**config.mk**
```make
export PLATFORM = sky130hd
export DESIGN_NAME = e2q_cordic
export DESIGN_NICKNAME = d
export VERILOG_FILES = /design/src/sv/e2q_pkg.sv /design/src/sv/e2q_cordic.sv
export SDC_FILE = /design/constraint.sdc
export NUM_CORES = 2
export LEC_CHECK = 0
export BUFFER_PORTS_ARGS = -buffer_cell sky130_fd_sc_hd__clkbuf_2
export CAP_MARGIN = 20
export CORE_ASPECT_RATIO = 1.1
export CORE_MARGIN = 4
export CORE_UTILIZATION = 38
export CTS_BUF_LIST = sky130_fd_sc_hd__clkbuf_8
export CTS_CLUSTER_DIAMETER = 80
export DETAILED_ROUTE_END_ITERATION = 7
export GPL_ROUTABILITY_DRIVEN = 0
export GPL_TIMING_DRIVEN = 0
export SETUP_SLACK_MARGIN = 0.4
export SLEW_MARGIN = 0
export SYNTH_ARGS = -nofsm -noshare
export SYNTH_HDL_FRONTEND = slang
export SYNTH_SLANG_ARGS = --single-unit
```
**constraint.sdc**
```tcl
create_clock -name clock -period 4.7 [get_ports clock]
set_input_delay 0.235 -clock clock [delete_from_list [all_inputs] [get_ports clock]]
set_output_delay 0.235 -clock clock [all_outputs]
set_load 0.05 [all_outputs]
```
**src/sv/e2q_pkg.sv**
```systemverilog
// e2q_pkg: shared constants, types and elaboration-time functions for the
// euler_to_quaternion block (angle tables, rounding helpers, queue status).
// No dependencies.
`timescale 1ns / 1ps

package e2q_pkg;

   // default parameter values
   localparam int ANGLE_BITS_DEF      = 16;
   localparam int TRIG_ITERATIONS_DEF = 16;

   // queue between front and back
   localparam int QUEUE_DEPTH = 4;

   // stream word layout
   localparam int FIELD_BITS    = 16;
   localparam int REQ_DATA_BITS = 48;
   localparam int RSP_DATA_BITS = 64;

   // fixed-point formats
   localparam int SRC_FRAC    = 13;     // half angle read with 13 fraction bits
   localparam int Q14_FRAC    = 14;
   localparam int Q14_ONE     = 16384;
   localparam int PAIR_BITS   = 30;     // product of two Q1.14 values
   localparam int TRIPLE_BITS = 44;     // product of three Q1.14 values
   localparam int SUM_BITS    = 45;     // sum of two triple products
   localparam int TRIPLE_DROP = 28;     // Q42 down to Q14

   // cordic gain in Q32, quarter pi in Q62
   localparam logic [63:0] GAIN_Q32       = 64'h0000_0000_9B74_EDA8;
   localparam logic [63:0] QUARTER_PI_Q62 = 64'h3243_F6A8_885A_308D;

   // queue status seen by the pipeline control
   typedef struct packed {
      logic full;
      logic empty;
   } e2q_queue_status_type;

   // series term t / (2k+1) for the arctangent expansion
   function automatic logic [63:0] odd_div(logic [63:0] t, int k);
      logic [63:0] r;
      case (k)
         0:  r = t;          1:  r = t / 64'd3;  2:  r = t / 64'd5;  3:  r = t / 64'd7;
         4:  r = t / 64'd9;  5:  r = t / 64'd11; 6:  r = t / 64'd13; 7:  r = t / 64'd15;
         8:  r = t / 64'd17; 9:  r = t / 64'd19; 10: r = t / 64'd21; 11: r = t / 64'd23;
         12: r = t / 64'd25; 13: r = t / 64'd27; 14: r = t / 64'd29; 15: r = t / 64'd31;
         16: r = t / 64'd33; 17: r = t / 64'd35; 18: r = t / 64'd37; 19: r = t / 64'd39;
         20: r = t / 64'd41; 21: r = t / 64'd43; 22: r = t / 64'd45; 23: r = t / 64'd47;
         24: r = t / 64'd49; 25: r = t / 64'd51; 26: r = t / 64'd53; 27: r = t / 64'd55;
         28: r = t / 64'd57; 29: r = t / 64'd59; 30: r = t / 64'd61; 31: r = t / 64'd63;
         default: r = '0;
      endcase
      return r;
   endfunction

   // atan(2^-i) with 62 fraction bits
   function automatic logic [63:0] atan_pow2(int i);
      logic [63:0] t;
      logic [63:0] sum;
      logic [63:0] term;
      logic        sub;
      if (i == 0) return QUARTER_PI_Q62;
      t   = 64'd1 << (62 - i);
      sum = '0;
      sub = 1'b0;
      for (int k = 0; k < 32; k++) begin
         if (t != 0) begin
            term = odd_div(t, k);
            sum  = sub ? sum - term : sum + term;
            sub  = !sub;
            t    = (2 * i < 64) ? (t >> (2 * i)) : 64'd0;
         end
      end
      return sum;
   endfunction

   // round a value with from_bits fraction bits to frac_bits, half up
   function automatic logic [63:0] round_to_f(logic [63:0] u, int from_bits, int frac_bits);
      int sh;
      sh = from_bits - frac_bits;
      if (sh <= 0) return u;
      return (u + (64'd1 << (sh - 1))) >> sh;
   endfunction

endpackage

```
**src/sv/e2q_cordic.sv**
```systemverilog
// e2q_cordic: one pipelined rotation-mode cordic lane, one stage per
// iteration, then sign fix-up and conversion of sine and cosine to Q1.14.
// Depends on e2q_pkg.
`timescale 1ns / 1ps

module e2q_cordic #(
   parameter int ANGLE_BITS      = e2q_pkg::ANGLE_BITS_DEF,
   parameter int TRIG_ITERATIONS = e2q_pkg::TRIG_ITERATIONS_DEF
) (
   input  logic                                 clock,
   input  logic                                 adv,
   input  logic signed [ANGLE_BITS+3:0]         theta,
   input  logic                                 flip,
   output logic signed [e2q_pkg::FIELD_BITS-1:0] cos_q14,
   output logic signed [e2q_pkg::FIELD_BITS-1:0] sin_q14
);
   import e2q_pkg::*;

   localparam int ZW  = ANGLE_BITS + 4;
   localparam int XW  = ANGLE_BITS + 3;
   localparam int CW  = XW + 2;
   localparam int N   = TRIG_ITERATIONS;
   localparam int SR  = (ANGLE_BITS > Q14_FRAC) ? ANGLE_BITS - Q14_FRAC : 0;
   localparam int SL  = (ANGLE_BITS < Q14_FRAC) ? Q14_FRAC - ANGLE_BITS : 0;

   localparam logic signed [XW-1:0] K_INIT = XW'(round_to_f(GAIN_Q32, 32, ANGLE_BITS));
   localparam logic signed [CW-1:0] RND    = (SR > 0) ? CW'(64'd1 << (SR - 1)) : '0;
   localparam logic signed [CW-1:0] SAT_HI = CW'(Q14_ONE);

   logic signed [ZW-1:0] z_ff    [0:N-1];
   logic                 flip_ff [0:N];
   logic signed [XW-1:0] x_ff    [1:N];
   logic signed [XW-1:0] y_ff    [1:N];

   logic signed [FIELD_BITS-1:0] cos_ff, cos_in;
   logic signed [FIELD_BITS-1:0] sin_ff, sin_in;

   // entry stage holds the folded angle
   always_ff @(posedge clock) begin
      if (adv) begin
         z_ff[0]    <= theta;
         flip_ff[0] <= flip;
      end
   end

   // one iteration per stage
   for (genvar i = 0; i < N; i++) begin : g_step
      localparam logic signed [ZW-1:0] AT = ZW'(round_to_f(atan_pow2(i), 62, ANGLE_BITS));
      logic signed [XW-1:0] xi, yi, x_in, y_in;
      logic                 up;

      if (i == 0) begin : g_first
         assign xi = K_INIT;
         assign yi = '0;
      end else begin : g_next
         assign xi = x_ff[i];
         assign yi = y_ff[i];
      end

      assign up   = !z_ff[i][ZW-1];
      assign x_in = up ? xi - (yi >>> i) : xi + (yi >>> i);
      assign y_in = up ? yi + (xi >>> i) : yi - (xi >>> i);

      always_ff @(posedge clock) begin
         if (adv) begin
            x_ff[i+1]    <= x_in;
            y_ff[i+1]    <= y_in;
            flip_ff[i+1] <= flip_ff[i];
         end
      end

      if (i < N - 1) begin : g_angle
         logic signed [ZW-1:0] z_in;
         assign z_in = up ? z_ff[i] - AT : z_ff[i] + AT;
         always_ff @(posedge clock) begin
            if (adv) z_ff[i+1] <= z_in;
         end
      end
   end

   // undo the fold, round to Q1.14 and saturate
   function automatic logic signed [FIELD_BITS-1:0] to_q14(logic signed [XW-1:0] v,
                                                          logic neg);
      logic signed [CW-1:0] e;
      logic signed [CW-1:0] r;
      e = CW'(v);
      if (neg) e = -e;
      r = ((e + RND) <<< SL) >>> SR;
      if (r > SAT_HI)       r = SAT_HI;
      else if (r < -SAT_HI) r = -SAT_HI;
      return FIELD_BITS'(r);
   endfunction

   assign cos_in = to_q14(x_ff[N], flip_ff[N]);
   assign sin_in = to_q14(y_ff[N], flip_ff[N]);

   always_ff @(posedge clock) begin
      if (adv) begin
         cos_ff <= cos_in;
         sin_ff <= sin_in;
      end
   end

   assign cos_q14 = cos_ff;
   assign sin_q14 = sin_ff;

endmodule

```
==> summary.md <==
| Metric | Value |
|---|---|
| Worst Path Max Fanout | `5` |
| Cell Rows | `161` |
| 1st-pass router iterations | `7` |
| Delay-heaviest family, CP | `compound AO/OA/AOI/OAI gates` |
| Cells after synthesis | `6532` |
| Main synth FF type | `edfxtp_1` |
| Worst hold path startpoint | `z_ff[11][4]` |
| Initial antenna violation count | `2` |
| Clock Skews | `0.05908 ns` |
| Final Hold Violating Endpoints | `0` |
| CTS tree | `built` |
| WP data arrival | `4.81 ns` |
| CP cell instances | `inv_1, ha_1, nand2_1, nor3_2, a21oi_1, xnor2_1, ha_1, a21o_1, a21o_1, a21oi_1, o21ai_0, a211oi_1, nor2_1, and4_1, a2111oi_0, xor2_1` |
| Pin count of the biggest net entering global routing | `116` |
| Fin area | `74370 sq um` |
| Total grt overflow | `0` |
| Synth Warn # | `0` |
| P&R area growth vs syn | `10.99%` |
| Via/cell ratio | `5.281` |
| Placed Area | `70420 sq um` |
| Post-route DRC violation count | `0` |
| Global-route wire length before repair | `241400 um` |
| Fill cells | `16620` |
| Rel. slew slack | `36.72%` |
| HPWL Detailed | `113200 um` |
| Status | `complete, no violations` |
| Share of cells above drive strength 1 | `6.962%` |
| Critical Path Source Type | `register` |
| Synthesized flop and latch total | `897` |
| Ports | `55` |
| Total Die Area | `183100 sq um` |
| Vias in the first global route | `48120` |
| Synthesized area | `67000 sq um` |
| Final Net Count | `7685` |
| Worst Path Buf+Inv | `1` |
| Post-synthesis compound-gate area fraction | `14.53%` |
| RSZ-0062 raised after global routing | `yes` |
| Antenna viol nets, final | `0` |
| Worst-Margin Slew | `0.9434 ns` |
| H-tree depth | `4` |
| Simple-gate area share of the yosys netlist | `13.58%` |
| Period minus WS final | `4.163 ns` |
| Clock transition at the registers of the reported paths | `0.06 ns` |
| Num CTS Buffers | `167` |
| F_max | `240.2 MHz` |
| Crit Path Category | `reg -> reg` |
| Vias | `48850` |
| CTS Sinks | `897` |
| MaxCap Viol Count | `0` |
| Total Wirelength | `148900 um` |
| Async SR Flop Fraction | `0%` |
| Die H | `448.4 um` |
| Slowest stage cell, crit path | `a2111oi_0` |
| Total track usage | `15.92%` |
| Post-synthesis mux area share | `0.9374%` |
| Core region area | `175300 sq um` |
| Synth Area in Adders | `16.00%` |
| Largest family of logic cells by synthesized area | `adder cells` |
| Iter 0 DRT Violations | `2683` |
| Initial Util | `38.23%` |
| Routed len/inst | `16.09 um` |
| Longest Clk Path Bufs | `3` |
| Final Max Slew Viols | `0` |
| Final Cycle Share | `88.58%` |
| Sequential fraction of the synthesis area | `40.20%` |
| Final setup vio count | `0` |
| Die X | `408.4 um` |
| Mean Syn Cell Area | `10.26 sq um` |
| Worst setup path start | `x_ff[1][22]` |
| Critical Path RT | `5.35 ns` |
| Root buf cell | `clkbuf_8` |
| Number of synthesized flops with an enable pin | `897` |
| Worst reg2reg startpoint | `x_ff[1][22]` |
| Skew-Pair Late Insertion Delay | `0.92 ns` |
| Synth Area in XOR/XNOR | `12.21%` |
| Worst Hold Class | `reg -> reg` |
| Crit path capture type | `register` |
| Unique masters post-synth | `84` |
| CP peak stage delay | `0.48 ns` |
| Port Buf Inserts | `54` |
## per-layer routing
layer  GRT usage (%)  wire, um  part of all wire (%)
met2           30.00     76100                    51
met1           18.10     62070                    42
met4           5.745      5078                   3.4
met3           2.551      5628                   3.8
met5               0         0                     0
## kinds of logic after synthesis
family	count (synthesis)
AO/OA/AOI/OAI	1534
XOR/XNOR	932
multiplexers	59
other	2
AND/OR/NAND/NOR	1834
flip-flops	897
buffers and inverters	443
adder cells (fa/ha/maj)	831
## final cells by class
cell class,count,area [sq um],share of cell area (%)
Multi-Input combinational cell,5194,38440,51.69
Sequential cell,897,26940,36.22
Tap cell,2282,2855,3.839
Clock buffer,168,2312,3.109
Inverter,357,1355,1.822
Timing Repair Buffer,128,1157,1.556
Clock inverter,136,910.9,1.225
Buffer,86,390.4,0.5249
Antenna cell,3,7.507,0.01009
## placed cells by master (no fill, tap or decap), types with 19 or more instances in the layout
cell type	netlist	layout
o21bai_1	81	81
a21o_1	126	126
nor2b_1	86	86
o211ai_1	52	52
nand2_1	237	237
edfxtp_1	897	897
clkbuf_2	0	71
a21oi_1	550	549
o2111ai_1	42	42
and2_1	60	60
nand3b_1	37	37
o21ai_0	252	249
nor2_1	552	552
nand2b_1	94	94
nor3_1	294	293
nand4_1	22	22
clkbuf_8	0	169
xor2_1	288	288
a31oi_1	78	77
o31ai_1	41	41
or3_1	78	78
a211o_1	26	26
o21a_1	91	91
buf_4	0	19
clkinv_2	0	23
clkinv_1	4	47
clkbuf_1	64	43
ha_1	788	788
mux2_2	30	30
a31o_2	49	49
a211oi_1	41	40
inv_1	353	391
nor4_1	24	24
xnor2_1	642	642
dlygate4sd3_1	0	43
fa_1	43	43
and3_1	75	75
or2_2	36	36
mux2i_1	29	29
nand3_1	180	180
## registers in the layout, summed over array words and instances (netlist names)
register	cells
z_ff	283
x_ff	282
sin_q14	16
flip_ff	17
y_ff	283
cos_q14	16
## final timing paths
kind | depth (start not counted) | endpoint | slack (ns)
max | 16 | y_ff[0][94] | 0.54
min | 0 | z_ff[12][4] | 0.40
max reg2reg | 16 | y_ff[0][94] | 0.54
min reg2reg | 0 | z_ff[12][4] | 0.40
## synthesized netlist by cell type (13+ instances only)
library cell  count  area, sq um
nor3_1          294         1471
o21a_1           91        683.2
nor2_1          552         2072
inv_1           353         1325
or3_1            78        488.0
nor4_1           24        150.1
o211ai_1         52        390.4
ha_1            788         9859
nand2_1         237        889.6
and2_1           60        375.4
edfxtp_1        897        26940
and3_1           75        469.2
fa_1             43        860.8
o31ai_1          41        307.8
or2_2            36        225.2
nand3b_1         37        277.8
o41ai_1          14        122.6
a31oi_1          78        488.0
xnor2_1         642         5623
a21boi_0         13        97.59
nand2b_1         94        588.1
mux2_2           30        337.8
clkbuf_1         64        240.2
o2111ai_1        42        367.9
xor2_1          288         2522
a21o_1          126        945.9
a211o_1          26        227.7
a31o_2           49        429.2
o21bai_1         81        608.1
a21oi_1         550         2753
or4_1            14        105.1
mux2i_1          29        290.3
a211oi_1         41        307.8
nand3_1         180        900.9
nand4_1          22        137.6
o21ai_0         252         1261
nor2b_1          86        538.0
## what timing repair did
action | CTS | global route
buffers inserted | 5 | 14
gates resized for setup | 21 | 39
hold buffers | 43 | 0
hold endpoints to repair | 78 | 0
pin swaps | 2 | 0
endpoints found under the setup margin | 57 | 70
## through the flow
stage               setup TNS (ns)  cells  util, %  worst slack, ns  hold WS (ns)
floorplan                        0   6534        -           0.8497        0.3339
global placement                 -   8870    40.02           -12.46        0.4018
detailed placement          -15.55   8881    40.18          -0.6431        0.4045
CTS                              0   9233    42.31           0.3980        0.3577
global route                     0   9251    42.43           0.2325        0.4143
finish                           0   9251    42.43           0.5369        0.4034
Power is left out: the tool's default activity adds up to more than one toggle a clock period on the data nets, which glitch-free logic cannot reach.
