==> src/sv/e2q_pkg.sv <==
// e2q_pkg: shared constants, types and elaboration-time functions for the
// euler_to_quaternion block (angle tables, rounding helpers, queue status).
// No dependencies.
`timescale 1ns / 1ps

package e2q_pkg;

   // default parameter values
   localparam int ANGLE_BITS_DEF      = 16;
   localparam int TRIG_ITERATIONS_DEF = 16;

   // queue between front and back
   localparam int QUEUE_DEPTH = 4;

   // stream word layout
   localparam int FIELD_BITS    = 16;
   localparam int REQ_DATA_BITS = 48;
   localparam int RSP_DATA_BITS = 64;

   // fixed-point formats
   localparam int SRC_FRAC    = 13;     // half angle read with 13 fraction bits
   localparam int Q14_FRAC    = 14;
   localparam int Q14_ONE     = 16384;
   localparam int PAIR_BITS   = 30;     // product of two Q1.14 values
   localparam int TRIPLE_BITS = 44;     // product of three Q1.14 values
   localparam int SUM_BITS    = 45;     // sum of two triple products
   localparam int TRIPLE_DROP = 28;     // Q42 down to Q14

   // cordic gain in Q32, quarter pi in Q62
   localparam logic [63:0] GAIN_Q32       = 64'h0000_0000_9B74_EDA8;
   localparam logic [63:0] QUARTER_PI_Q62 = 64'h3243_F6A8_885A_308D;

   // queue status seen by the pipeline control
   typedef struct packed {
      logic full;
      logic empty;
   } e2q_queue_status_type;

   // series term t / (2k+1) for the arctangent expansion
   function automatic logic [63:0] odd_div(logic [63:0] t, int k);
      logic [63:0] r;
      case (k)
         0:  r = t;          1:  r = t / 64'd3;  2:  r = t / 64'd5;  3:  r = t / 64'd7;
         4:  r = t / 64'd9;  5:  r = t / 64'd11; 6:  r = t / 64'd13; 7:  r = t / 64'd15;
         8:  r = t / 64'd17; 9:  r = t / 64'd19; 10: r = t / 64'd21; 11: r = t / 64'd23;
         12: r = t / 64'd25; 13: r = t / 64'd27; 14: r = t / 64'd29; 15: r = t / 64'd31;
         16: r = t / 64'd33; 17: r = t / 64'd35; 18: r = t / 64'd37; 19: r = t / 64'd39;
         20: r = t / 64'd41; 21: r = t / 64'd43; 22: r = t / 64'd45; 23: r = t / 64'd47;
         24: r = t / 64'd49; 25: r = t / 64'd51; 26: r = t / 64'd53; 27: r = t / 64'd55;
         28: r = t / 64'd57; 29: r = t / 64'd59; 30: r = t / 64'd61; 31: r = t / 64'd63;
         default: r = '0;
      endcase
      return r;
   endfunction

   // atan(2^-i) with 62 fraction bits
   function automatic logic [63:0] atan_pow2(int i);
      logic [63:0] t;
      logic [63:0] sum;
      logic [63:0] term;
      logic        sub;
      if (i == 0) return QUARTER_PI_Q62;
      t   = 64'd1 << (62 - i);
      sum = '0;
      sub = 1'b0;
      for (int k = 0; k < 32; k++) begin
         if (t != 0) begin
            term = odd_div(t, k);
            sum  = sub ? sum - term : sum + term;
            sub  = !sub;
            t    = (2 * i < 64) ? (t >> (2 * i)) : 64'd0;
         end
      end
      return sum;
   endfunction

   // round a value with from_bits fraction bits to frac_bits, half up
   function automatic logic [63:0] round_to_f(logic [63:0] u, int from_bits, int frac_bits);
      int sh;
      sh = from_bits - frac_bits;
      if (sh <= 0) return u;
      return (u + (64'd1 << (sh - 1))) >> sh;
   endfunction

endpackage

==> src/sv/e2q_queue.sv <==
// e2q_queue: short first-in first-out queue of folded angle words
// between the front and the cordic back end.
// Depends on e2q_pkg.
`timescale 1ns / 1ps

module e2q_queue #(
   parameter int WIDTH = 8,
   parameter int DEPTH = e2q_pkg::QUEUE_DEPTH
) (
   input  logic                          clock,
   input  logic                          reset,
   input  logic                          push,
   input  logic [WIDTH-1:0]              wdata,
   input  logic                          pop,
   output logic [WIDTH-1:0]              rdata,
   output e2q_pkg::e2q_queue_status_type status
);
   import e2q_pkg::*;

   localparam int AW = (DEPTH > 1) ? $clog2(DEPTH) : 1;
   localparam int CW = $clog2(DEPTH + 1);

   logic [WIDTH-1:0] mem_ff [DEPTH];
   logic [AW-1:0]    wr_ptr_ff, wr_ptr_in;
   logic [AW-1:0]    rd_ptr_ff, rd_ptr_in;
   logic [CW-1:0]    count_ff, count_in;

   assign status.full  = (count_ff == CW'(DEPTH));
   assign status.empty = (count_ff == '0);
   assign rdata        = mem_ff[rd_ptr_ff];

   // pointer and fill count updates
   always_comb begin
      wr_ptr_in = wr_ptr_ff;
      rd_ptr_in = rd_ptr_ff;
      count_in  = count_ff;
      if (push) wr_ptr_in = (wr_ptr_ff == AW'(DEPTH - 1)) ? '0 : wr_ptr_ff + 1'b1;
      if (pop)  rd_ptr_in = (rd_ptr_ff == AW'(DEPTH - 1)) ? '0 : rd_ptr_ff + 1'b1;
      if (push && !pop)      count_in = count_ff + 1'b1;
      else if (!push && pop) count_in = count_ff - 1'b1;
   end

   always_ff @(posedge clock) begin
      if (reset) begin
         wr_ptr_ff <= '0;
         rd_ptr_ff <= '0;
         count_ff  <= '0;
      end else begin
         wr_ptr_ff <= wr_ptr_in;
         rd_ptr_ff <= rd_ptr_in;
         count_ff  <= count_in;
      end
   end

   // storage
   always_ff @(posedge clock) begin
      if (push) mem_ff[wr_ptr_ff] <= wdata;
   end

endmodule

==> config.mk <==
export PLATFORM = sky130hd
export DESIGN_NAME = e2q_queue
export DESIGN_NICKNAME = d
export VERILOG_FILES = /design/src/sv/e2q_pkg.sv /design/src/sv/e2q_queue.sv
export SDC_FILE = /design/constraint.sdc
export NUM_CORES = 1
export LEC_CHECK = 0
export BUFFER_PORTS_ARGS = -buffer_cell sky130_fd_sc_hd__buf_4
export CAP_MARGIN = 20
export CORE_UTILIZATION = 50
export DETAILED_ROUTE_END_ITERATION = 10
export PLACE_DENSITY = 0.84
export SYNTH_ARGS = -nofsm -noshare
export SYNTH_HDL_FRONTEND = slang
export SYNTH_SLANG_ARGS = --single-unit
==> constraint.sdc <==
create_clock -name clock -period 1.4 [get_ports clock]
set_input_delay 0.14 -clock clock [delete_from_list [all_inputs] [get_ports clock]]
set_output_delay 0.14 -clock clock [all_outputs]
set_load 0.05 [all_outputs]
==> results of run 1 <==
cell usage after synthesis, types with 2 or more instances:
cell	count
nor3b_1	2
and2_1	4
nor2_1	7
dfxtp_1	9
edfxtp_1	32
mux2i_1	4
mux4_2	8
ha_1	6
inv_1	4
a21oi_1	2
xor2_1	2
cell type report:
type | instances | area share (%)
clock inverters | 3 | 0.590
repair buffers | 41 | 19.3
well taps | 44 | 2.60
multi-input cells | 39 | 21.1
flip-flops and latches | 41 | 54.0
clock buffers | 5 | 1.77
inverters | 4 | 0.708
tightest hold or removal path, delay by kind of cell:
family | cells | cell delay (ns)
AOI/OAI and AO/OA | 1 | 0.14
buffers and inverters | 2 | 0.13
and+or+nand+nor | 1 | 0.06
how the worst max path moves through the flow:
| stage | end | cells after the start |
|---|---|---|
| 2_1_floorplan | count_ff[2] | 7 |
| 3_3_place_gp | count_ff[2] | 8 |
| 3_5_place_dp | count_ff[2] | 8 |
| 4_1_cts | rdata[5] | 3 |
| 5_1_grt | rdata[4] | 3 |
| 6_report | rdata[5] | 3 |
metrics by stage:
| step | utilization, % | TNS (ns) | std cells |
|---|---|---|---|
| after floorplan | - | 0 | 86 |
| after global placement | 63.2 | -0.0983 | 160 |
| after detailed placement | 63.2 | -0.156 | 160 |
| after CTS | 69.2 | -2.26 | 177 |
| after global routing | 69.5 | -2.58 | 177 |
| final | 69.5 | -1.99 | 177 |
per-layer routing:
| layer | vias to the layer above | share of wire [%] | GRT usage (%) |
|---|---|---|---|
| li1 | 419 | - | - |
| met1 | 412 | 38 | 19.7 |
| met2 | 35 | 54 | 32.0 |
| met3 | 9 | 5.1 | 5.93 |
| met4 | 0 | 2.2 | 9.52 |
| met5 | - | 0 | 0 |
power groups by stage:
stage	Clock (mW)	Sequential (mW)	Combinational, mW
after floorplan	0	1.44	0.336
after global placement	0	1.44	0.515
after detailed placement	0	1.45	0.532
after CTS	0.557	1.42	0.598
after global routing	0.604	1.43	0.636
final	0.531	1.42	0.599
registers in the layout, summed over array words and instances, names as in the netlist, named ones only:
register	flops
mem_ff	32
count_ff	3
rd_ptr_ff	2
wr_ptr_ff	2
cell families (layout without fill, tap and decap cells):
logic type	Yosys count	count (layout)	synth area share, %
flops	41	41	71.4
simple gates	15	15	4.85
mux	12	12	13.8
fa+ha+maj	7	7	5.95
buf+inv	6	53	1.96
compound gates	3	3	0.939
xor+xnor	2	2	1.10
what timing repair did:
item | CTS | global route
hold endpoints to repair | 38 | 0
gates resized for setup | 11 | 3
endpoints found under the setup margin | 9 | 11
hold buffers | 9 | 0
pin swaps | 0 | 3
placed cells by master, fill, tap and decap left out, types with 2 or more instances in the layout:
master	count
edfxtp_1	32
buf_4	18
buf_6	11
dlygate4sd3_1	9
mux4_2	8
nor2_1	7
dfxtp_1	6
ha_1	5
clkbuf_4	5
inv_1	4
and2_1	4
mux2i_1	4
dfxtp_2	3
buf_12	3
xor2_1	2
a21oi_1	2
clkinv_1	2
==> impl_summary.txt, run 1 <==
----------------------------------------------------
[Layout]
  Net total in the final layout ... 151
  Antenna cell count ... 0
  Design Area, Final ... 2120 µm²
  Growth of design area from synthesis to finish ... 32.7%
  Final-layout fill cell count ... 213
  Combined flip-flop and latch cell area ... 1140 µm²
  Area of the multi-input gates ... 447 µm²
  Fraction of layout cells with a size suffix above 1 ... 39.8%

[STA]
  Max-slew headroom at the worst pin ... around 89%
  Share of the cycle needed by the critical path after routing ... 118%
  Final Worst Setup Slack ... -0.259 ns
  Setup repair after global routing missed its margin ... yes
  Least-Margin Pin Slew ... 0.153 ns
  Maximum clock rate ... 603 MHz
  Time the final worst path needs with I/O delays and setup ... 1.66 ns
  Final Hold Slack ... about 0.17 ns
  Setup skew after layout ... between 0.009 and 0.01 ns
  Final setup violation count ... 8
  Final hold violation count ... 0
  Count of pins over their slew limit ... 0

[Power and ir drop]
  Share of total power in combinational logic ... 23.4%
  Power after layout ... between 2 and 3 mW
  Worst IR drop on VDD ... 0.000687 V
  Cell-internal power ... 1.84 mW
  Total leakage power ... 0.802 nW
  Sequential power share ... 55.8%
  Switch Pwr ... 0.712 mW
  Power density over cell area ... 1200 nW/µm²
  Sw Ratio ... around 28%
  Relative contribution of the clock network to total power ... 20.8%

[Critical path]
  Data required, critical path ... ~1.3 ns
  Capture instance of the worst register-to-register path ... count_ff[2]
  Family of cells with the greatest summed delay on the critical path ... multiplexers
  Chain of cells forming the critical path ... buf_12 > mux4_2 > buf_6
  Nature of the critical path startpoint ... flip-flop
  Crit path kind ... reg -> out
  Worst path max stage delay ... 0.52 ns
  Cells on worst reg2reg path ... 4
  Register-to-register path setup slack ... 0.01 ns
  Capturing element type of the critical path ... output port
  CP max stage cell ... mux4_2
  Worst EP arrival ... 1.52 ns
  Origin of the critical flop-to-flop path ... count_ff[0]
  Crit Path Max Fanout ... 8
  Worst path buffer plus inverter count ... 2

[Yosys]
  Leading area contributor after synthesis ... edfxtp_1
  Post-Synthesis Mean Instance Area ... 18.6 µm²
  Number of nets produced by synthesis ... 105
  Async SR Flop Fraction ... 0%
  Sequential cell area fraction in the yosys report ... a little under three quarters
  Largest cells by area after synthesis ... edfxtp_1 60%, dfxtp_1 11%, mux4_2 11%
  Yosys warning count ... 0
  Number of cells produced by synthesis ... 86
  Dominant synthesized flop cell ... edfxtp_1
  Mapped Area ... 1600 µm²
  Number of flip-flops and latches in the synthesized netlist ... 41
  Post-synth top area share ... roughly three fifths
  Number of synthesized flops with an enable pin ... 32
  Number of distinct standard cells referenced by the synthesized netlist ... 17

[Floorplanning]
  Y dimension of the die ... ~59 µm
  Full die area ... 3430 µm²
  Std-Cell Core Area ... a little over 3000 µm²
  Width of the die ... 58.5 µm
  Count of standard-cell rows ... 20
  Starting Density ... between 50 and 60%
  Top-level I/O count ... 22

[Route]
  Drt via density ... 4.94
  Number of vias after detailed routing ... ~900
  Detail-routed net length per standard cell ... 14.8 µm
  DRC violations left ... 0
  Number of optimization iterations in the first detailed-route pass ... 4
  Number of routed nets with antenna violations ... 0
  Wirelength, routed ... approximately 2600 µm
  Number of DRC markers after the initial detailed-route iteration ... 11

[Clocking]
  Maximum buffer depth of the clock tree ... 2
  Number of buffers inserted by post-CTS setup repair ... 0
  CTS sink count ... 41
  Total number of H-tree levels ... 2
  Worst-path clk slew ... 0.11 ns
  TritonCTS clock tree ... done
  Number of CTS-inserted buffers ... 5
  Clock insertion delay at the later pin of the skew report ... 0.34 ns
  Clock tree root buffer cell ... clkbuf_4

[Placement]
  Port buffer count ... 21
  Worst Setup Slack post-DPL ... -0.156 ns
  Cell area reported after detailed placement ... ~1900 µm²
  Routability Congestion ... 0.730

[Global routing]
  Remaining global-route overflow ... 0
  Initial antenna violation count ... 0
  Pin count of the biggest net entering global routing ... 13
  Global-route wire length before repair ... 4220 µm
  Total GRT Usage ... 18.2%
  Vias in the first global route ... 940

[Status]
  Status ... complete, but fails checks
  Violated checks ... negative setup slack

[Job]
  Number of max-cap violations ... 0

[Hold path]
  Hold Crit Depth ... 4
  Origin of the worst min-delay path ... pop
  Hold crit path type ... in -> reg

----------------------------------------------------
No activity file was read; power rests on OpenSTA's default activity.
==> inputs of run 2 (changes only) <==
- GPL_TIMING_DRIVEN: not set -> 0
==> impl_summary.txt, run 2 (synthesis gave the netlist of run 1 again) <==
----------------------------------------------------
[Status]
  Status ... complete, but fails checks
  Violated checks ... negative setup slack

[STA]
  Total negative slack for setup checks ... -1.95 ns (+0.0372 ns)
  Final setup violation count ... 9 (+1)
  Count of pins over their slew limit ... 0 (unchanged)
  Time the final worst path needs with I/O delays and setup ... 1.67 ns (+0.0161 ns)
  Final hold violation count ... 0 (unchanged)
  Max-slew headroom at the worst pin ... 72.0% (-18 points)
  Least-Margin Pin Slew ... 0.421 ns (+0.267 ns)
  Share of the cycle needed by the critical path after routing ... 120% (+1.2 points)
  Setup skew after layout ... 0.00846 ns (-0.00143 ns)
  Final Worst Setup Slack ... -0.275 ns (-0.0161 ns)
  Maximum clock rate ... 597 MHz (-0.96%)
  Setup repair after global routing missed its margin ... yes

[Global routing]
  Remaining global-route overflow ... 0 (unchanged)
  Pin count of the biggest net entering global routing ... 13 (unchanged)
  Total GRT Usage ... 17.1% (-1.2 points)
  Vias in the first global route ... 915 (-2.7%)
  Global-route wire length before repair ... 4000 µm (-5.1%)
  Initial antenna violation count ... 0 (unchanged)

[Floorplanning]
  Y dimension of the die ... 58.5 µm (unchanged)
  Std-Cell Core Area ... 3050 µm² (unchanged)
  Full die area ... 3430 µm² (unchanged)
  Top-level I/O count ... 22 (unchanged)
  Starting Density ... 52.3% (unchanged)
  Count of standard-cell rows ... 20 (unchanged)
  Width of the die ... 58.5 µm (unchanged)

[Layout]
  Growth of design area from synthesis to finish ... 28.6%
  Number of flip-flops under the largest register name ... 32 (unchanged)
  Antenna cell count ... 0 (unchanged)
  Largest registers ... mem_ff (32), count_ff (3)
  Fraction of layout cells with a size suffix above 1 ... 38.9% (-0.96 points)
  Net total in the final layout ... 144 (-4.6%)
  Top register by number of flip-flops ... mem_ff
  Leading cell types in the layout, fill and taps excluded ... 32 x edfxtp_1, 13 x buf_4, 9 x dlygate4sd3_1, 9 x buf_6, 8 x mux4_2
  Final-layout fill cell count ... 227 (+6.6%)
  Most common cell after layout, fill and taps aside ... edfxtp_1
  Design Area, Final ... 2050 µm² (-3.1%)
  Final Core Density ... 67.3% (-2.2 points)

[Power and ir drop]
  Worst IR drop on VDD ... 0.000789 V (+15%)
  Sequential power share ... 55.2% (-0.6 points)
  Cell-internal power ... 1.89 mW (+2.3%)
  Relative contribution of the clock network to total power ... 22.9% (+2.1 points)
  Total leakage power ... 0.763 nW (-4.9%)
  Power after layout ... 2.58 mW (+0.96%)
  Share of total power in combinational logic ... 21.8% (-1.6 points)
  Switch Pwr ... 0.693 mW (-2.6%)
  Power density over cell area ... 1260 nW/µm² (+4.2%)
  Sw Ratio ... 26.9% (-0.97 points)

[Critical path]
  Capturing element type of the critical path ... output port
  Data required, critical path ... 1.26 ns (about the same)
  CP max stage cell ... mux4_2
  Levels on crit path ... 3 (unchanged)
  Crit Path Max Fanout ... 8 (unchanged)
  Cells on worst reg2reg path ... 4 (unchanged)
  Family of cells with the greatest summed delay on the critical path ... multiplexers
  Chain of cells forming the critical path ... buf_12 > mux4_2 > buf_8
  Worst path max stage delay ... 0.54 ns (+0.02 ns)
  Worst path buffer plus inverter count ... 2 (unchanged)
  Crit path kind ... reg -> out
  Nature of the critical path startpoint ... flip-flop
  Worst EP arrival ... 1.53 ns (about the same)

[Clocking]
  Maximum buffer depth of the clock tree ... 2 (unchanged)
  Total number of H-tree levels ... 2 (unchanged)
  Number of CTS-inserted buffers ... 5 (unchanged)
  Clock insertion delay at the later pin of the skew report ... 0.34 ns (about the same)
  Clock tree root buffer cell ... clkbuf_4
  TritonCTS clock tree ... done
  CTS sink count ... 41 (unchanged)
  Worst-path clk slew ... 0.10 ns (about the same)

[Placement]
  Routability Congestion ... 0.658 (-10%)
  Cell area reported after detailed placement ... 1830 µm² (-5.4%)
  Port buffer count ... 21 (unchanged)
  Sum of net half-perimeters after detailed placement ... between 1500 and 2000 µm

[Hold path]
  Hold Crit Depth ... 3 (-1)
  Hold crit path type ... in -> reg

[Route]
  Number of DRC markers after the initial detailed-route iteration ... 16 (+5)
  Number of optimization iterations in the first detailed-route pass ... 3 (-1)
  DRC violations left ... 0 (unchanged)
  Drt via density ... 5.02 (+1.6%)
  Number of vias after detailed routing ... 854 (-2.4%)
  Number of routed nets with antenna violations ... 0 (unchanged)
  Wirelength, routed ... 2530 µm (-3.1%)
  Detail-routed net length per standard cell ... 14.9 µm (+0.85%)

[Job]
  Number of max-cap violations ... 0 (unchanged)

----------------------------------------------------
[run 2: timing repair]
action / in CTS / in global routing
setup buffers: 0 / 2
endpoints found under the setup margin: 8 / 21
pin swaps: 0 / 3
gates resized for setup: 11 / 9
hold buffers: 9 / 0
endpoints found under the hold margin: 36 / 0
[run 2: metrics by stage]
stage          instances  setup WS (ns)  hold slack (ns)
3_5_place_dp         151         -0.183            0.343
6_report             170         -0.275            0.110
5_1_grt              170         -0.341            0.108
4_1_cts              168         -0.304           0.0979
3_3_place_gp         151         -0.135            0.342
2_1_floorplan         86         0.0309            0.205
[run 2: worst paths after layout]
| path | from | endpoint | slack, ns |
|---|---|---|---|
| worst max-delay path | flip-flop | rdata[1] | -0.27 |
| worst min-delay path | pop | rd_ptr_ff[1] | 0.11 |
| worst max register to register | count_ff[1] | count_ff[2] | -0.03 |
| worst min register to register | rd_ptr_ff[1] | rd_ptr_ff[1] | 0.55 |
[run 2: routing by layer]
layer | vias up | track usage [%] | wire, µm
li1 | 401 | - | -
met1 | 421 | 19.5 | 1010
met2 | 23 | 28.6 | 1350
met3 | 9 | 6.59 | 107
met4 | 0 | 7.82 | 63
met5 | - | 0 | 0
[run 2: worst register-to-register path: cells and delay by family, from the launching register on]
family / cells / cell delay, ns
AO/OA/AOI/OAI: 1 / 0.12
adder cells (fa/ha/maj): 1 / 0.35
XOR/XNOR: 1 / 0.15
AND/OR/NAND/NOR: 1 / 0.38
flip-flops: 1 / 0.37
[run 2: layout make-up]
| type | count | area (µm²) | area share, % |
|---|---|---|---|
| sequential | 41 | 1150 | 56.0 |
| clock buffer | 8 | 58.8 | 2.86 |
| multi-input combinational | 39 | 447 | 21.7 |
| tap | 44 | 55.1 | 2.68 |
| buffer | 2 | 25.0 | 1.22 |
| timing repair buffer | 32 | 304 | 14.8 |
| inverter | 4 | 15.0 | 0.731 |
[run 2: power groups by stage]
stage / logic (mW) / registers (mW) / clock network (mW)
floorplan: 0.336 / 1.44 / 0
global placement: 0.460 / 1.45 / 0
detailed placement: 0.473 / 1.45 / 0
CTS: 0.526 / 1.43 / 0.612
global route: 0.602 / 1.43 / 0.661
finish: 0.563 / 1.42 / 0.591
==> inputs of run 3 (changes only) <==
- MAX_ROUTING_LAYER: not set -> met4
- clock period: 1.4 -> 1.38 ns (I/O delays scaled with it)
==> impl_summary.txt, run 3 (synthesis gave the netlist of run 1 again) <==
----------------------------------------------------
[Placement]
  Cell total after placement ... 151 (unchanged)
  Port buffer count ... 21 (unchanged)
  Sum of net half-perimeters after detailed placement ... 1640 µm (unchanged)
  Routability Congestion ... 0.664 (+0.91%)

[Power and ir drop]
  Power density over cell area ... 1270 nW/µm² (+1.3%)
  Total leakage power ... 0.759 nW (-0.54%)
  Worst IR drop on VDD ... 0.000865 V (+9.6%)

[Critical path]
  Levels on crit path ... 3 (unchanged)
  Register-to-register path setup slack ... 0 ns (+0.03 ns)
  Crit path kind ... reg -> out
  Capture point of the worst path ... rdata[1]
  Data required, critical path ... 1.24 ns (-0.02 ns)
  Crit Path Max Fanout ... 8 (unchanged)
  Chain of cells forming the critical path ... buf_12 > mux4_2 > buf_8
  Capture instance of the worst register-to-register path ... count_ff[2]
  Worst path buffer plus inverter count ... 2 (unchanged)
  Worst path max stage delay ... 0.54 ns (about the same)
  Nature of the critical path startpoint ... flip-flop
  Family of cells with the greatest summed delay on the critical path ... multiplexers
  CP max stage cell ... mux4_2
  Origin of the critical flop-to-flop path ... count_ff[1]
  Worst EP arrival ... 1.54 ns (about the same)
  Capturing element type of the critical path ... output port
  Cells on worst reg2reg path ... 4 (unchanged)

[Clocking]
  Worst-path clk slew ... 0.10 ns (about the same)
  Number of CTS-inserted buffers ... 5 (unchanged)
  Clock tree root buffer cell ... clkbuf_4
  TritonCTS clock tree ... done
  Maximum buffer depth of the clock tree ... 2 (unchanged)
  CTS sink count ... 41 (unchanged)
  Total number of H-tree levels ... 2 (unchanged)
  Clock insertion delay at the later pin of the skew report ... 0.34 ns (about the same)

[STA]
  Time the final worst path needs with I/O delays and setup ... 1.67 ns
  Max-slew headroom at the worst pin ... 84.4% (+12 points)
  Least-Margin Pin Slew ... 0.231 ns (-0.190 ns)
  Final Hold Slack ... 0.107 ns (-0.00376 ns)
  Setup repair after global routing missed its margin ... yes
  Share of the cycle needed by the critical path after routing ... 121%
  Final hold violation count ... 0 (unchanged)
  Count of pins over their slew limit ... 0 (unchanged)
  Final Worst Setup Slack ... -0.295 ns (-0.0200 ns)
  Total negative slack for setup checks ... -2.09 ns (-0.130 ns)
  Setup skew after layout ... 0.00767 ns (-0.000796 ns)
  Maximum clock rate ... 597 MHz
  Final setup violation count ... 9 (unchanged)

[Job]
  Number of max-cap violations ... 0 (unchanged)

[Layout]
  Antenna cell count ... 0 (unchanged)
  Fraction of layout cells with a size suffix above 1 ... 40.0% (+1.1 points)
  Final-layout fill cell count ... 225 (-0.88%)
  Leading cell types in the layout, fill and taps excluded ... 32 x edfxtp_1, 12 x buf_4, 9 x dlygate4sd3_1, 9 x buf_6, 8 x mux4_2
  Largest registers ... mem_ff (32), count_ff (3)
  Most common cell after layout, fill and taps aside ... edfxtp_1
  Growth of design area from synthesis to finish ... 28.7% (about the same)
  Number of flip-flops under the largest register name ... 32 (unchanged)
  Net total in the final layout ... 143 (-0.69%)
  Number of standard cells in the final layout excluding fillers ... 169 (-0.59%)
  Top register by number of flip-flops ... mem_ff

[Route]
  Number of routed nets with antenna violations ... 0 (unchanged)
  Detail-routed net length per standard cell ... 14.8 µm (-0.88%)
  Number of optimization iterations in the first detailed-route pass ... 4 (+1)
  DRC violations left ... 0 (unchanged)
  Number of vias after detailed routing ... 858 (+0.47%)
  Drt via density ... 5.08 (+1.1%)
  Number of DRC markers after the initial detailed-route iteration ... 18 (+2)
  Wirelength, routed ... 2490 µm (-1.5%)

[Global routing]
  Vias in the first global route ... 933 (+2.0%)
  Initial antenna violation count ... 0 (unchanged)
  Pin count of the biggest net entering global routing ... 13 (unchanged)
  Remaining global-route overflow ... 0 (unchanged)
  Total GRT Usage ... 17.9% (+0.79 points)
  Global-route wire length before repair ... 4060 µm (+1.5%)

[Hold path]
  Hold crit path type ... in -> reg

[Status]
  Status ... complete, but fails checks
  Violated checks ... negative setup slack

[Floorplanning]
  Full die area ... 3430 µm² (unchanged)
  Count of standard-cell rows ... 20 (unchanged)
  Top-level I/O count ... 22 (unchanged)
  Width of the die ... 58.5 µm (unchanged)
  Starting Density ... 52.3% (unchanged)
  Y dimension of the die ... 58.5 µm (unchanged)
  Std-Cell Core Area ... 3050 µm² (unchanged)

----------------------------------------------------
run 3: worst min path at each step:
stage	start	end	slack (ns)	depth (start not counted)
floorplan	reset	count_ff[0]	0.20	1
global placement	wdata[5]	mem_ff[3][5]	0.34	1
detailed placement	wdata[3]	mem_ff[3][3]	0.34	1
CTS	pop	rd_ptr_ff[1]	0.1	3
global route	pop	flip-flop	0.11	3
finish	pop	rd_ptr_ff[1]	0.11	3
run 3: area by class of cell:
class                      count  area, µm²  share of cell area [%]
tap                           44       55.1                    2.68
buffer                         2       25.0                    1.22
multi-input combinational     39        455                    22.2
inverter                       4       15.0                   0.730
timing repair buffer          31        297                    14.4
clock buffer                   8       58.8                    2.86
sequential                    41       1150                    55.9
run 3: per-stage QoR:
step           total power, mW  cell area [µm²]  utilization [%]  setup slack [ns]
2_1_floorplan             1.81             1610                -            0.0129
3_3_place_gp              1.94             1830             59.8            -0.153
3_5_place_dp              1.96             1830             59.8            -0.201
4_1_cts                   2.61             2020             66.3            -0.322
5_1_grt                   2.73             2060             67.3            -0.357
6_report                  2.61             2060             67.3            -0.295
run 3: worst register-to-register path: cells and delay by family (launching register included):
family	cells	cell delay [ns]
adder cells (fa/ha/maj)	1	0.35
AO/OA/AOI/OAI	1	0.12
AND/OR/NAND/NOR	1	0.32
XOR/XNOR	1	0.15
flip-flops	1	0.38
run 3: what timing repair did:
item / 4_1_cts / 5_1_grt
cloned: 0 / 0
buffers inserted: 1 / 0
endpoints found under the setup margin: 9 / 41
endpoints found under the hold margin: 36 / 0
gates resized for setup: 12 / 11
pin swaps: 2 / 1
hold buffers: 9 / 0
run 3: layer usage:
layer  vias to the layer above  track usage [%]  part of all wire (%)
li1                        402                -                     -
met2                        23             29.4                    53
met1                       424             19.5                    40
met5                         -                -                     0
met3                         9             6.59                   4.0
met4                         0             7.82                   2.6
run 3: report_power, final:
part | switching, mW | total (mW) | internal, mW | leakage, nW
logic | 0.312 | 0.560 | 0.248 | 0.357
clock network | 0.351 | 0.602 | 0.252 | 0.0326
registers | 0.0424 | 1.45 | 1.41 | 0.370
